$ cat config.mk
export PLATFORM = sky130hd
export DESIGN_NAME = char_lcd_nibble_interface
export DESIGN_NICKNAME = d
export VERILOG_FILES = /design/src/rtl/lcdn_pkg.sv /design/src/rtl/char_lcd_nibble_interface.sv /design/src/rtl/lcdn_cfg.sv /design/src/rtl/lcdn_core.sv
export SDC_FILE = /design/constraint.sdc
export NUM_CORES = 1
export LEC_CHECK = 0
export BUFFER_PORTS_ARGS = -buffer_cell sky130_fd_sc_hd__buf_4
export CAP_MARGIN = 20
export CORE_MARGIN = 5
export CORE_UTILIZATION = 25
export DETAILED_ROUTE_END_ITERATION = 8
export PLACE_DENSITY = 0.38
export SYNTH_ARGS = -nofsm -noshare
export SYNTH_HDL_FRONTEND = slang
export SYNTH_SLANG_ARGS = --single-unit
export TNS_END_PERCENT = 50
$ cat constraint.sdc
create_clock -name i_clk -period 19.7 [get_ports i_clk]
set_input_delay 4.925 -clock i_clk [delete_from_list [all_inputs] [get_ports i_clk]]
set_output_delay 4.925 -clock i_clk [all_outputs]
set_load 0.005 [all_outputs]
$ cat src/rtl/lcdn_pkg.sv
// shared types and constants for the 4-bit character lcd controller
// no dependencies; used by lcdn_cfg, lcdn_core and char_lcd_nibble_interface
package lcdn_pkg;

    localparam int DEF_TICK_COUNT_BITS = 16;
    localparam int CFG_INDEX_BITS      = 3;
    localparam int CFG_DATA_BITS       = 16;

    localparam logic [15:0] TICKS_PER_MS = 16'd1000;

    localparam logic [15:0] RST_ENABLE_HIGH     = 16'd10;
    localparam logic [15:0] RST_ENABLE_LOW      = 16'd100;
    localparam logic [15:0] RST_LONG_COMMAND    = 16'(2 * TICKS_PER_MS);
    localparam logic [15:0] RST_POWER_ON        = 16'(40 * TICKS_PER_MS);
    localparam logic [15:0] RST_INIT_FIRST_GAP  = 16'(5 * TICKS_PER_MS);
    localparam logic [15:0] RST_INIT_SECOND_GAP = 16'd150;

    localparam logic [3:0] NIB_INIT_THREE   = 4'h3;
    localparam logic [3:0] NIB_INIT_TWO     = 4'h2;
    localparam logic [7:0] CMD_FUNCTION_SET = 8'h28;
    localparam logic [7:0] CMD_DISPLAY_ON   = 8'h0E;
    localparam logic [7:0] CMD_CLEAR        = 8'h01;
    localparam logic [7:0] CMD_HOME         = 8'h02;
    localparam logic [7:0] CMD_ENTRY_MODE   = 8'h06;
    localparam logic [7:0] DDRAM_ROW_FIRST  = 8'h80;
    localparam logic [7:0] DDRAM_ROW_SECOND = 8'hC0;
    localparam logic [7:0] LOW_NIBBLE_MASK  = 8'h0F;

    localparam logic [1:0] ROW_FIRST  = 2'd1;
    localparam logic [1:0] ROW_SECOND = 2'd2;

    typedef enum logic [2:0] {
        OP_TICK       = 3'd0,
        OP_COMMAND    = 3'd1,
        OP_CHAR       = 3'd2,
        OP_INIT       = 3'd3,
        OP_SET_CURSOR = 3'd4,
        OP_CLEAR      = 3'd5,
        OP_HOME       = 3'd6,
        OP_IGNORE     = 3'd7
    } t_opcode;

    typedef enum logic [CFG_INDEX_BITS-1:0] {
        CFG_ENABLE_HIGH     = 3'd0,
        CFG_ENABLE_LOW      = 3'd1,
        CFG_LONG_COMMAND    = 3'd2,
        CFG_POWER_ON        = 3'd3,
        CFG_INIT_FIRST_GAP  = 3'd4,
        CFG_INIT_SECOND_GAP = 3'd5
    } t_cfg_index;

    typedef struct packed {
        logic [15:0] enable_high_ticks;
        logic [15:0] enable_low_ticks;
        logic [15:0] long_command_ticks;
        logic [15:0] power_on_ticks;
        logic [15:0] init_first_gap_ticks;
        logic [15:0] init_second_gap_ticks;
    } t_cfg;

    typedef struct packed {
        logic       reg_select;
        logic       enable_pin;
        logic [3:0] bus_nibble;
        logic       busy_res;
        logic       accepted;
    } t_result;

endpackage

$ cat src/rtl/char_lcd_nibble_interface.sv
// top level of the 4-bit character lcd controller: config port, sequencer, output buffer
// depends on lcdn_pkg, lcdn_cfg and lcdn_core
// the result word of an accepted item is registered into the output buffer
// throughput: one word per cycle when not stalled; state updates in the accepting cycle
// a two-entry output buffer keeps input flowing while one result waits
// reset (synchronous, active low) puts the sequencer idle and loads the default timings
module char_lcd_nibble_interface #(
    parameter int TICK_COUNT_BITS = lcdn_pkg::DEF_TICK_COUNT_BITS
) (
    input  logic                                i_clk,
    input  logic                                i_rst_n,
    input  logic                                i_in_valid,
    output logic                                o_in_stall,
    input  logic [2:0]                          i_opcode,
    input  logic [7:0]                          i_byte_value,
    input  logic [1:0]                          i_row,
    input  logic [7:0]                          i_column,
    output logic                                o_out_valid,
    input  logic                                i_out_stall,
    output logic                                o_reg_select,
    output logic                                o_read_write,
    output logic                                o_enable_pin,
    output logic [3:0]                          o_bus_nibble,
    output logic                                o_busy_res,
    output logic                                o_accepted,
    input  logic                                i_cfg_we,
    input  logic [lcdn_pkg::CFG_INDEX_BITS-1:0] i_cfg_index,
    input  logic [lcdn_pkg::CFG_DATA_BITS-1:0]  i_cfg_data
);
    import lcdn_pkg::*;

    t_cfg    w_cfg;
    t_result w_result;
    t_result r_out;
    t_result r_skid;
    logic    r_out_valid;
    logic    r_skid_valid;
    logic    w_in_accept;
    logic    w_take;

    lcdn_cfg u_cfg (
        .i_clk   (i_clk),
        .i_rst_n (i_rst_n),
        .i_we    (i_cfg_we),
        .i_index (i_cfg_index),
        .i_data  (i_cfg_data),
        .o_cfg   (w_cfg)
    );

    lcdn_core #(
        .TICK_COUNT_BITS (TICK_COUNT_BITS)
    ) u_core (
        .i_clk        (i_clk),
        .i_rst_n      (i_rst_n),
        .i_step       (w_in_accept),
        .i_opcode     (i_opcode),
        .i_byte_value (i_byte_value),
        .i_row        (i_row),
        .i_column     (i_column),
        .i_cfg        (w_cfg),
        .o_result     (w_result)
    );

    assign w_in_accept = i_in_valid & ~r_skid_valid;
    assign w_take      = r_out_valid & ~i_out_stall;

    always_ff @(posedge i_clk) begin
        if (!i_rst_n) begin
            r_out_valid  <= 1'b0;
            r_skid_valid <= 1'b0;
        end else if (w_take) begin
            if (r_skid_valid) begin
                r_out_valid  <= 1'b1;
                r_skid_valid <= 1'b0;
            end else begin
                r_out_valid <= w_in_accept;
            end
        end else if (w_in_accept) begin
            if (r_out_valid) begin
                r_skid_valid <= 1'b1;
            end else begin
                r_out_valid <= 1'b1;
            end
        end
    end

    always_ff @(posedge i_clk) begin
        if (w_take) begin
            if (r_skid_valid) begin
                r_out <= r_skid;
            end else if (w_in_accept) begin
                r_out <= w_result;
            end
        end else if (w_in_accept) begin
            if (r_out_valid) begin
                r_skid <= w_result;
            end else begin
                r_out <= w_result;
            end
        end
    end

    assign o_in_stall   = r_skid_valid;
    assign o_out_valid  = r_out_valid;
    assign o_reg_select = r_out.reg_select;
    assign o_read_write = 1'b0;
    assign o_enable_pin = r_out.enable_pin;
    assign o_bus_nibble = r_out.bus_nibble;
    assign o_busy_res   = r_out.busy_res;
    assign o_accepted   = r_out.accepted;

    // the second buffer entry only fills behind a waiting word
    a_skid_behind_out: assert property (@(posedge i_clk) disable iff (!i_rst_n)
        r_skid_valid |-> r_out_valid)
        else $error("skid word without output word");

    // a taken request always starts a sequence
    a_accept_busy: assert property (@(posedge i_clk) disable iff (!i_rst_n)
        (r_out_valid && r_out.accepted) |-> r_out.busy_res)
        else $error("accepted request left the sequencer idle");

    // the enable strobe is never left high once the sequencer is idle
    a_idle_enable_low: assert property (@(posedge i_clk) disable iff (!i_rst_n)
        (r_out_valid && !r_out.busy_res) |-> !r_out.enable_pin)
        else $error("enable high while idle");

    // a full buffer drains before new input is taken
    a_full_stalls: assert property (@(posedge i_clk) disable iff (!i_rst_n)
        (r_skid_valid && i_out_stall) |=> r_skid_valid)
        else $error("skid word lost while output stalled");

endmodule

$ cat src/rtl/lcdn_cfg.sv
// timing configuration registers of the lcd controller
// depends on lcdn_pkg
module lcdn_cfg (
    input  logic                                i_clk,
    input  logic                                i_rst_n,
    input  logic                                i_we,
    input  logic [lcdn_pkg::CFG_INDEX_BITS-1:0] i_index,
    input  logic [lcdn_pkg::CFG_DATA_BITS-1:0]  i_data,
    output lcdn_pkg::t_cfg                      o_cfg
);
    import lcdn_pkg::*;

    t_cfg r_cfg;

    always_ff @(posedge i_clk) begin
        if (!i_rst_n) begin
            r_cfg.enable_high_ticks     <= RST_ENABLE_HIGH;
            r_cfg.enable_low_ticks      <= RST_ENABLE_LOW;
            r_cfg.long_command_ticks    <= RST_LONG_COMMAND;
            r_cfg.power_on_ticks        <= RST_POWER_ON;
            r_cfg.init_first_gap_ticks  <= RST_INIT_FIRST_GAP;
            r_cfg.init_second_gap_ticks <= RST_INIT_SECOND_GAP;
        end else if (i_we) begin
            case (t_cfg_index'(i_index))
                CFG_ENABLE_HIGH:     r_cfg.enable_high_ticks     <= i_data;
                CFG_ENABLE_LOW:      r_cfg.enable_low_ticks      <= i_data;
                CFG_LONG_COMMAND:    r_cfg.long_command_ticks    <= i_data;
                CFG_POWER_ON:        r_cfg.power_on_ticks        <= i_data;
                CFG_INIT_FIRST_GAP:  r_cfg.init_first_gap_ticks  <= i_data;
                CFG_INIT_SECOND_GAP: r_cfg.init_second_gap_ticks <= i_data;
                default: ;
            endcase
        end
    end

    assign o_cfg = r_cfg;

endmodule

$ cat src/rtl/lcdn_core.sv
// sequencer of the lcd controller: phase, wait counter, held byte and pin state
// depends on lcdn_pkg; timing comes from lcdn_cfg
module lcdn_core #(
    parameter int TICK_COUNT_BITS = lcdn_pkg::DEF_TICK_COUNT_BITS
) (
    input  logic                i_clk,
    input  logic                i_rst_n,
    input  logic                i_step,
    input  logic [2:0]          i_opcode,
    input  logic [7:0]          i_byte_value,
    input  logic [1:0]          i_row,
    input  logic [7:0]          i_column,
    input  lcdn_pkg::t_cfg      i_cfg,
    output lcdn_pkg::t_result   o_result
);
    import lcdn_pkg::*;

    typedef enum logic [2:0] {
        PH_IDLE  = 3'd0,
        PH_POWER = 3'd1,
        PH_EHIGH = 3'd2,
        PH_ELOW  = 3'd3,
        PH_GAP   = 3'd4,
        PH_LONG  = 3'd5
    } t_phase;

    typedef logic [TICK_COUNT_BITS-1:0] t_ticks;

    typedef struct packed {
        t_phase     phase;
        t_ticks     wait_count;
        logic [7:0] held_byte;
        logic       held_select;
        logic       low_half_next;
        logic [3:0] init_step;
        logic       long_wait_pending;
        logic [3:0] pin_nibble;
        logic       pin_enable;
    } t_state;

    localparam logic [31:0] TickMax = 32'((64'd1 << TICK_COUNT_BITS) - 64'd1);

    // init sequence steps
    localparam logic [3:0] STEP_NONE     = 4'd0;
    localparam logic [3:0] STEP_POWER    = 4'd1;
    localparam logic [3:0] STEP_NIB_A    = 4'd2;
    localparam logic [3:0] STEP_NIB_B    = 4'd3;
    localparam logic [3:0] STEP_NIB_C    = 4'd4;
    localparam logic [3:0] STEP_NIB_TWO  = 4'd5;
    localparam logic [3:0] STEP_FUNC_SET = 4'd6;
    localparam logic [3:0] STEP_DISP_ON  = 4'd7;
    localparam logic [3:0] STEP_CLEAR    = 4'd8;
    localparam logic [3:0] STEP_ENTRY    = 4'd9;

    // longest run of zero-length waits that can finish within one word
    localparam int SettleSteps = 4;

    t_state     r_state;
    t_state     n_state;
    t_opcode    w_opcode;
    logic [7:0] w_cursor;
    logic       w_acc;
    logic       w_run;

    function automatic t_ticks f_sat(logic [15:0] v, logic at_least_one);
        logic [31:0] w;
        w = 32'(v);
        if (w > TickMax) w = TickMax;
        if (at_least_one && w == 32'd0) w = 32'd1;
        return t_ticks'(w);
    endfunction

    function automatic t_state f_start_nibble(t_state s, logic [3:0] v, t_cfg c);
        s.pin_nibble = v;
        s.pin_enable = 1'b1;
        s.phase      = PH_EHIGH;
        s.wait_count = f_sat(c.enable_high_ticks, 1'b1);
        return s;
    endfunction

    function automatic t_state f_start_byte(t_state s, logic [7:0] b, logic sel,
                                            logic longw, t_cfg c);
        s.held_byte         = b;
        s.held_select       = sel;
        s.low_half_next     = 1'b1;
        s.long_wait_pending = longw;
        return f_start_nibble(s, b[7:4], c);
    endfunction

    function automatic t_state f_start_action(t_state s, logic [3:0] k, t_cfg c);
        s.init_step   = k;
        s.held_select = 1'b0;
        case (k)
            STEP_POWER: begin
                s.phase      = PH_POWER;
                s.wait_count = f_sat(c.power_on_ticks, 1'b0);
            end
            STEP_NIB_A, STEP_NIB_B, STEP_NIB_C: s = f_start_nibble(s, NIB_INIT_THREE, c);
            STEP_NIB_TWO:  s = f_start_nibble(s, NIB_INIT_TWO, c);
            STEP_FUNC_SET: s = f_start_byte(s, CMD_FUNCTION_SET, 1'b0, 1'b0, c);
            STEP_DISP_ON:  s = f_start_byte(s, CMD_DISPLAY_ON, 1'b0, 1'b0, c);
            STEP_CLEAR:    s = f_start_byte(s, CMD_CLEAR, 1'b0, 1'b1, c);
            STEP_ENTRY:    s = f_start_byte(s, CMD_ENTRY_MODE, 1'b0, 1'b0, c);
            default: begin
                s.init_step  = STEP_NONE;
                s.phase      = PH_IDLE;
                s.wait_count = '0;
            end
        endcase
        return s;
    endfunction

    function automatic t_state f_next_action(t_state s, t_cfg c);
        if (s.init_step == STEP_NONE || s.init_step >= STEP_ENTRY) begin
            s.init_step  = STEP_NONE;
            s.phase      = PH_IDLE;
            s.wait_count = '0;
        end else begin
            s = f_start_action(s, s.init_step + 4'd1, c);
        end
        return s;
    endfunction

    function automatic t_state f_unit_done(t_state s, t_cfg c);
        if (s.init_step == STEP_NIB_A) begin
            s.phase      = PH_GAP;
            s.wait_count = f_sat(c.init_first_gap_ticks, 1'b0);
        end else if (s.init_step == STEP_NIB_B) begin
            s.phase      = PH_GAP;
            s.wait_count = f_sat(c.init_second_gap_ticks, 1'b0);
        end else begin
            s = f_next_action(s, c);
        end
        return s;
    endfunction

    // one expired phase moves on
    function automatic t_state f_settle_step(t_state s, t_cfg c);
        case (s.phase)
            PH_POWER: s = f_start_action(s, STEP_NIB_A, c);
            PH_EHIGH: begin
                s.pin_enable = 1'b0;
                s.phase      = PH_ELOW;
                s.wait_count = f_sat(c.enable_low_ticks, 1'b1);
            end
            PH_ELOW: begin
                if (s.low_half_next) begin
                    s.low_half_next = 1'b0;
                    s = f_start_nibble(s, 4'(s.held_byte & LOW_NIBBLE_MASK), c);
                end else if (s.long_wait_pending) begin
                    s.long_wait_pending = 1'b0;
                    s.phase             = PH_LONG;
                    s.wait_count        = f_sat(c.long_command_ticks, 1'b0);
                end else begin
                    s = f_unit_done(s, c);
                end
            end
            default: s = f_next_action(s, c);
        endcase
        return s;
    endfunction

    assign w_opcode = t_opcode'(i_opcode);
    assign w_cursor = i_column - 8'd1;

    always_comb begin
        n_state = r_state;
        w_acc   = 1'b0;
        w_run   = 1'b0;
        if (i_step) begin
            if (w_opcode == OP_TICK) begin
                w_run = 1'b1;
                if (r_state.phase != PH_IDLE && r_state.wait_count != '0) begin
                    n_state.wait_count = r_state.wait_count - t_ticks'(1);
                end
            end else if (r_state.phase == PH_IDLE && w_opcode != OP_IGNORE) begin
                w_acc = 1'b1;
                w_run = 1'b1;
                case (w_opcode)
                    OP_COMMAND: n_state = f_start_byte(n_state, i_byte_value, 1'b0, 1'b0, i_cfg);
                    OP_CHAR:    n_state = f_start_byte(n_state, i_byte_value, 1'b1, 1'b0, i_cfg);
                    OP_INIT: begin
                        n_state.held_select       = 1'b0;
                        n_state.pin_enable        = 1'b0;
                        n_state.pin_nibble        = '0;
                        n_state.low_half_next     = 1'b0;
                        n_state.long_wait_pending = 1'b0;
                        n_state = f_start_action(n_state, STEP_POWER, i_cfg);
                    end
                    OP_SET_CURSOR: begin
                        if (i_row == ROW_FIRST) begin
                            n_state = f_start_byte(n_state, w_cursor | DDRAM_ROW_FIRST,
                                                   1'b0, 1'b0, i_cfg);
                        end else if (i_row == ROW_SECOND) begin
                            n_state = f_start_byte(n_state, w_cursor | DDRAM_ROW_SECOND,
                                                   1'b0, 1'b0, i_cfg);
                        end else begin
                            w_acc = 1'b0;
                        end
                    end
                    OP_CLEAR: n_state = f_start_byte(n_state, CMD_CLEAR, 1'b0, 1'b1, i_cfg);
                    default:  n_state = f_start_byte(n_state, CMD_HOME, 1'b0, 1'b1, i_cfg);
                endcase
            end
        end
        // zero-length waits complete within the same word
        for (int g = 0; g < SettleSteps; g++) begin
            if (w_run && n_state.phase != PH_IDLE && n_state.wait_count == '0) begin
                n_state = f_settle_step(n_state, i_cfg);
            end
        end
    end

    always_ff @(posedge i_clk) begin
        if (!i_rst_n) begin
            r_state <= '0;
        end else if (i_step) begin
            r_state <= n_state;
        end
    end

    assign o_result.reg_select = n_state.held_select;
    assign o_result.enable_pin = n_state.pin_enable;
    assign o_result.bus_nibble = n_state.pin_nibble;
    assign o_result.busy_res   = (n_state.phase != PH_IDLE);
    assign o_result.accepted   = w_acc;

endmodule
==> flow_metrics.env <==
export IMPL_status="complete, no violations"
export IMPL_timing_critical_path_mode_cell="inv_1"
export IMPL_synth_edf_count=16
export IMPL_dieHeight_um=244.3
export IMPL_cts_sinks=149
export IMPL_p_total_uw=2169
export IMPL_nets=2105
export IMPL_place_gp_congestion=0.9781
export IMPL_switchingPower_uw=1221
export IMPL_hold_depth=2
export IMPL_min_from="u_cfg.o_cfg[64]"
export IMPL_crit_path_max_fanout=30
export IMPL_rsz0062_at_grt="no"
export IMPL_antenna_found_initial=3
export IMPL_syn_area_sq_um=13720
export IMPL_finalHoldViolCount=0
export IMPL_ys_seq_elements=149
export IMPL_muxShareOfSynthArea=0.01924
export IMPL_synthFlopType="dfxtp_1"
export IMPL_synthToLayoutAreaGrowth_pct=14.08
export IMPL_cts_setup_buffers=0
export IMPL_reg2reg_to="u_core.r_state[27]"
export IMPL_setup_worst_path_start_class="primary input"
export IMPL_grt_max_degree=66
export IMPL_path_class="in -> reg"
export IMPL_crit_family="compound AO/OA/AOI/OAI gates"
export IMPL_yosysUniqueCellTypes=97
export IMPL_synth_top_family_by_area="compound AO/OA/AOI/OAI gates"
export IMPL_firstDrtPassIters=6
export IMPL_p_leak_uw=0.005450
export IMPL_hp_class="reg -> reg"
export IMPL_cts_htree_levels=4
export IMPL_layout_drive_gt1_share=0.1148
export IMPL_synthArstFlopShare=0
export IMPL_grt_pass1_wl_um=123400
export IMPL_cts_hold_buf=0
export IMPL_fp_row_count=85
export IMPL_cts_buffer_depth=2
export IMPL_synth_xor_area_frac=0.009575
export IMPL_fmax_ghz=0.06855
export IMPL_route_final_wire_length_um=87240
export IMPL_seq_power_share=0.180
export IMPL_ctsResizeCount=0
export IMPL_holdPathEnd="u_cfg.o_cfg[64]"
export IMPL_die_area_sq_um=59670
export IMPL_grt_pass1_vias=16139
export IMPL_synthAdderAreaFrac=0.02280
export IMPL_dp_hpwl_um=65430
export IMPL_root_buffer="clkbuf_16"
export IMPL_tns_ns=0
export IMPL_slew_headroom=0.1997
export IMPL_crit_required_ns=20.10
export IMPL_io_pins=56
export IMPL_die_w_um=244.3
export IMPL_grtUsageTotal=0.2829
export IMPL_reg2reg_slack_ns=8.89
export IMPL_skew_ns=0.02605
export IMPL_insertion_delay_ns=0.51
export IMPL_reg2reg_from="u_core.r_state[36]"
export IMPL_core_area_sq_um=54130
export IMPL_fill_cells=5987
export IMPL_synth_avg_cell_area_sq_um=6.762
export IMPL_drt_iter0_markers=2283
export IMPL_timing_critical_path_buf_inv=7
export IMPL_numCtsBuffers=17
export IMPL_p_sw_frac=0.5632
export IMPL_yosys_area_share_simple=0.3053
export IMPL_vdd_drop_max_mv=0.08049
export IMPL_critPathArrivalTime_ns=14.99
export IMPL_yosysWarnings=0
export IMPL_period_needed_ns=14.59
export IMPL_globalRouteOverflowTotal=0
export IMPL_setup_viol=0
export IMPL_crit_path_end_kind="flop"
export IMPL_cp_slowest_cell="o21ai_1"
export IMPL_clk_pin_slew_ns=0.06
export IMPL_slowest_delay_ns=0.84
export IMPL_synth_compound_area_frac=0.3529
export IMPL_power_frac_comb=0.669
export IMPL_reg2regPathDepth=34
export IMPL_power_frac_clock=0.151
export IMPL_final_period_utilization=0.7405
export IMPL_port_buffers=53
export IMPL_start_util=0.2535
export IMPL_p_int_uw=947.1
export IMPL_syn_nets=2099
export IMPL_via_per_inst=6.358
export IMPL_wl_per_cell_um=31.79
export IMPL_final_max_slew_viol_count=0
export IMPL_via_count=17446
export IMPL_worstMarginPinSlew_ns=1.195
export IMPL_ys_seq_area_frac=0.2291
export IMPL_pwr_density_cell_nw_per_um2=138.5
export IMPL_netlist_instances=2029
export IMPL_ant_nets=0
export IMPL_maxCapViolations=0
export IMPL_cts_tree="yes"
export IMPL_drc=0
tightest hold or removal path, stage by stage, from the launching register on:
cell	delay, ns
dfxtp_1	0.31
nand2_1	0.06
a21oi_1	0.05
placed cells by master, fill, tap and decap left out, types with 17 or more instances in the layout:
| cell | n |
|---|---|
| nand2_1 | 345 |
| a21oi_1 | 224 |
| buf_4 | 145 |
| nor2_1 | 142 |
| dfxtp_1 | 133 |
| o21ai_0 | 109 |
| nand3_1 | 101 |
| nor3_1 | 63 |
| inv_1 | 51 |
| o211ai_1 | 47 |
| a31oi_1 | 46 |
| nand4_1 | 43 |
| a211oi_1 | 39 |
| nor4_1 | 31 |
| ha_1 | 25 |
| a22oi_1 | 23 |
| a221oi_1 | 22 |
| and2_1 | 20 |
| clkbuf_16 | 18 |
| or3_1 | 17 |
| and3_1 | 17 |
| a21o_1 | 17 |
through the flow:
stage / setup WS, ns / hold WS (ns) / cell area [sq um] / cells / utilization
2_1_floorplan: 7.451 / 0.4361 / 13720 / 2029 / -
3_3_place_gp: 4.974 / 0.4510 / 15120 / 2712 / 0.2793
3_5_place_dp: 4.825 / 0.4595 / 15120 / 2712 / 0.2793
4_1_cts: 5.326 / 0.4690 / 15650 / 2743 / 0.2891
5_1_grt: 4.640 / 0.4932 / 15650 / 2743 / 0.2891
6_report: 5.111 / 0.4671 / 15650 / 2744 / 0.2891
cell families (layout without fill, tap and decap cells):
kind of cell             after synthesis  count (layout)
AND/OR/NAND/NOR                      876             876
AO/OA/AOI/OAI                        728             728
buffers and inverters                210             228
flip-flops                           149             149
adder cells (fa/ha/maj)               25              25
multiplexers                          25              25
XOR/XNOR                              15              15
other                                  1               2
power by group through the flow:
stage               Sequential (uW)  Clock, uW  Combinational (uW)
global route                    391        347                1530
CTS                             387        336                1400
detailed placement              394          0                1400
finish                          391        327                1450
floorplan                       369          0                 901
global placement                394          0                1400
cells in the mapped netlist (all sizes together) (17+ instances only):
master / number / area (sq um)
nand2: 347 / 1308
a21oi: 228 / 1152
nor2: 144 / 540.5
dfxtp: 133 / 2663
clkbuf: 132 / 498.0
o21ai: 119 / 595.6
nand3: 101 / 505.5
nor3: 68 / 350.3
inv: 52 / 195.2
o211ai: 48 / 365.3
a31oi: 47 / 294.0
nand4: 43 / 269.0
a211oi: 42 / 330.3
nor4: 35 / 252.8
buf: 26 / 141.4
ha: 25 / 312.8
a221oi: 23 / 201.4
a22oi: 23 / 172.7
and2: 22 / 137.6
or3: 18 / 117.6
a21o: 17 / 127.6
and3: 17 / 106.4
nor2b: 17 / 106.4
registers in the layout (all words and copies together), names as in the netlist:
signal          flops
o_out_valid         1
u_core.r_state     35
o_busy_res          1
o_enable_pin        1
o_in_stall          1
u_cfg.o_cfg        96
o_reg_select        1
o_bus_nibble        4
r_skid              8
o_accepted          1
final cells by class:
cell class                      instances  area, sq um  share of cell area
Multi-Input combinational cell       1670         9819              0.6273
Sequential cell                       149         3143              0.2008
Timing Repair Buffer                  145         1089             0.06954
Tap cell                              696        870.8             0.05564
Clock buffer                           22        465.4             0.02974
Inverter                               52        196.4             0.01255
Clock inverter                          9        66.31            0.004237
Antenna cell                            1        2.502           0.0001599
routing by layer:
layer	vias to the layer above	global-route usage	wire (um)
met1	8483	0.3834	37130
met2	1057	0.4218	37080
met5	-	0	13
met3	236	0.05503	7462
li1	7668	-	-
met4	2	0.1558	5546
worst max path at each step:
stage / startpoint / end / slack [ns] / cells after the start
after floorplan: i_opcode[0] / u_core.r_state[27] / 7.45 / 38
after global placement: i_in_valid / u_core.r_state[27] / 4.97 / 36
after detailed placement: i_in_valid / u_core.r_state[27] / 4.83 / 36
after CTS: i_in_valid / u_core.r_state[27] / 5.33 / 36
after global routing: i_in_valid / u_core.r_state[27] / 4.64 / 36
final: i_in_valid / u_core.r_state[27] / 5.11 / 36
(Power assumes the default switching activity.)
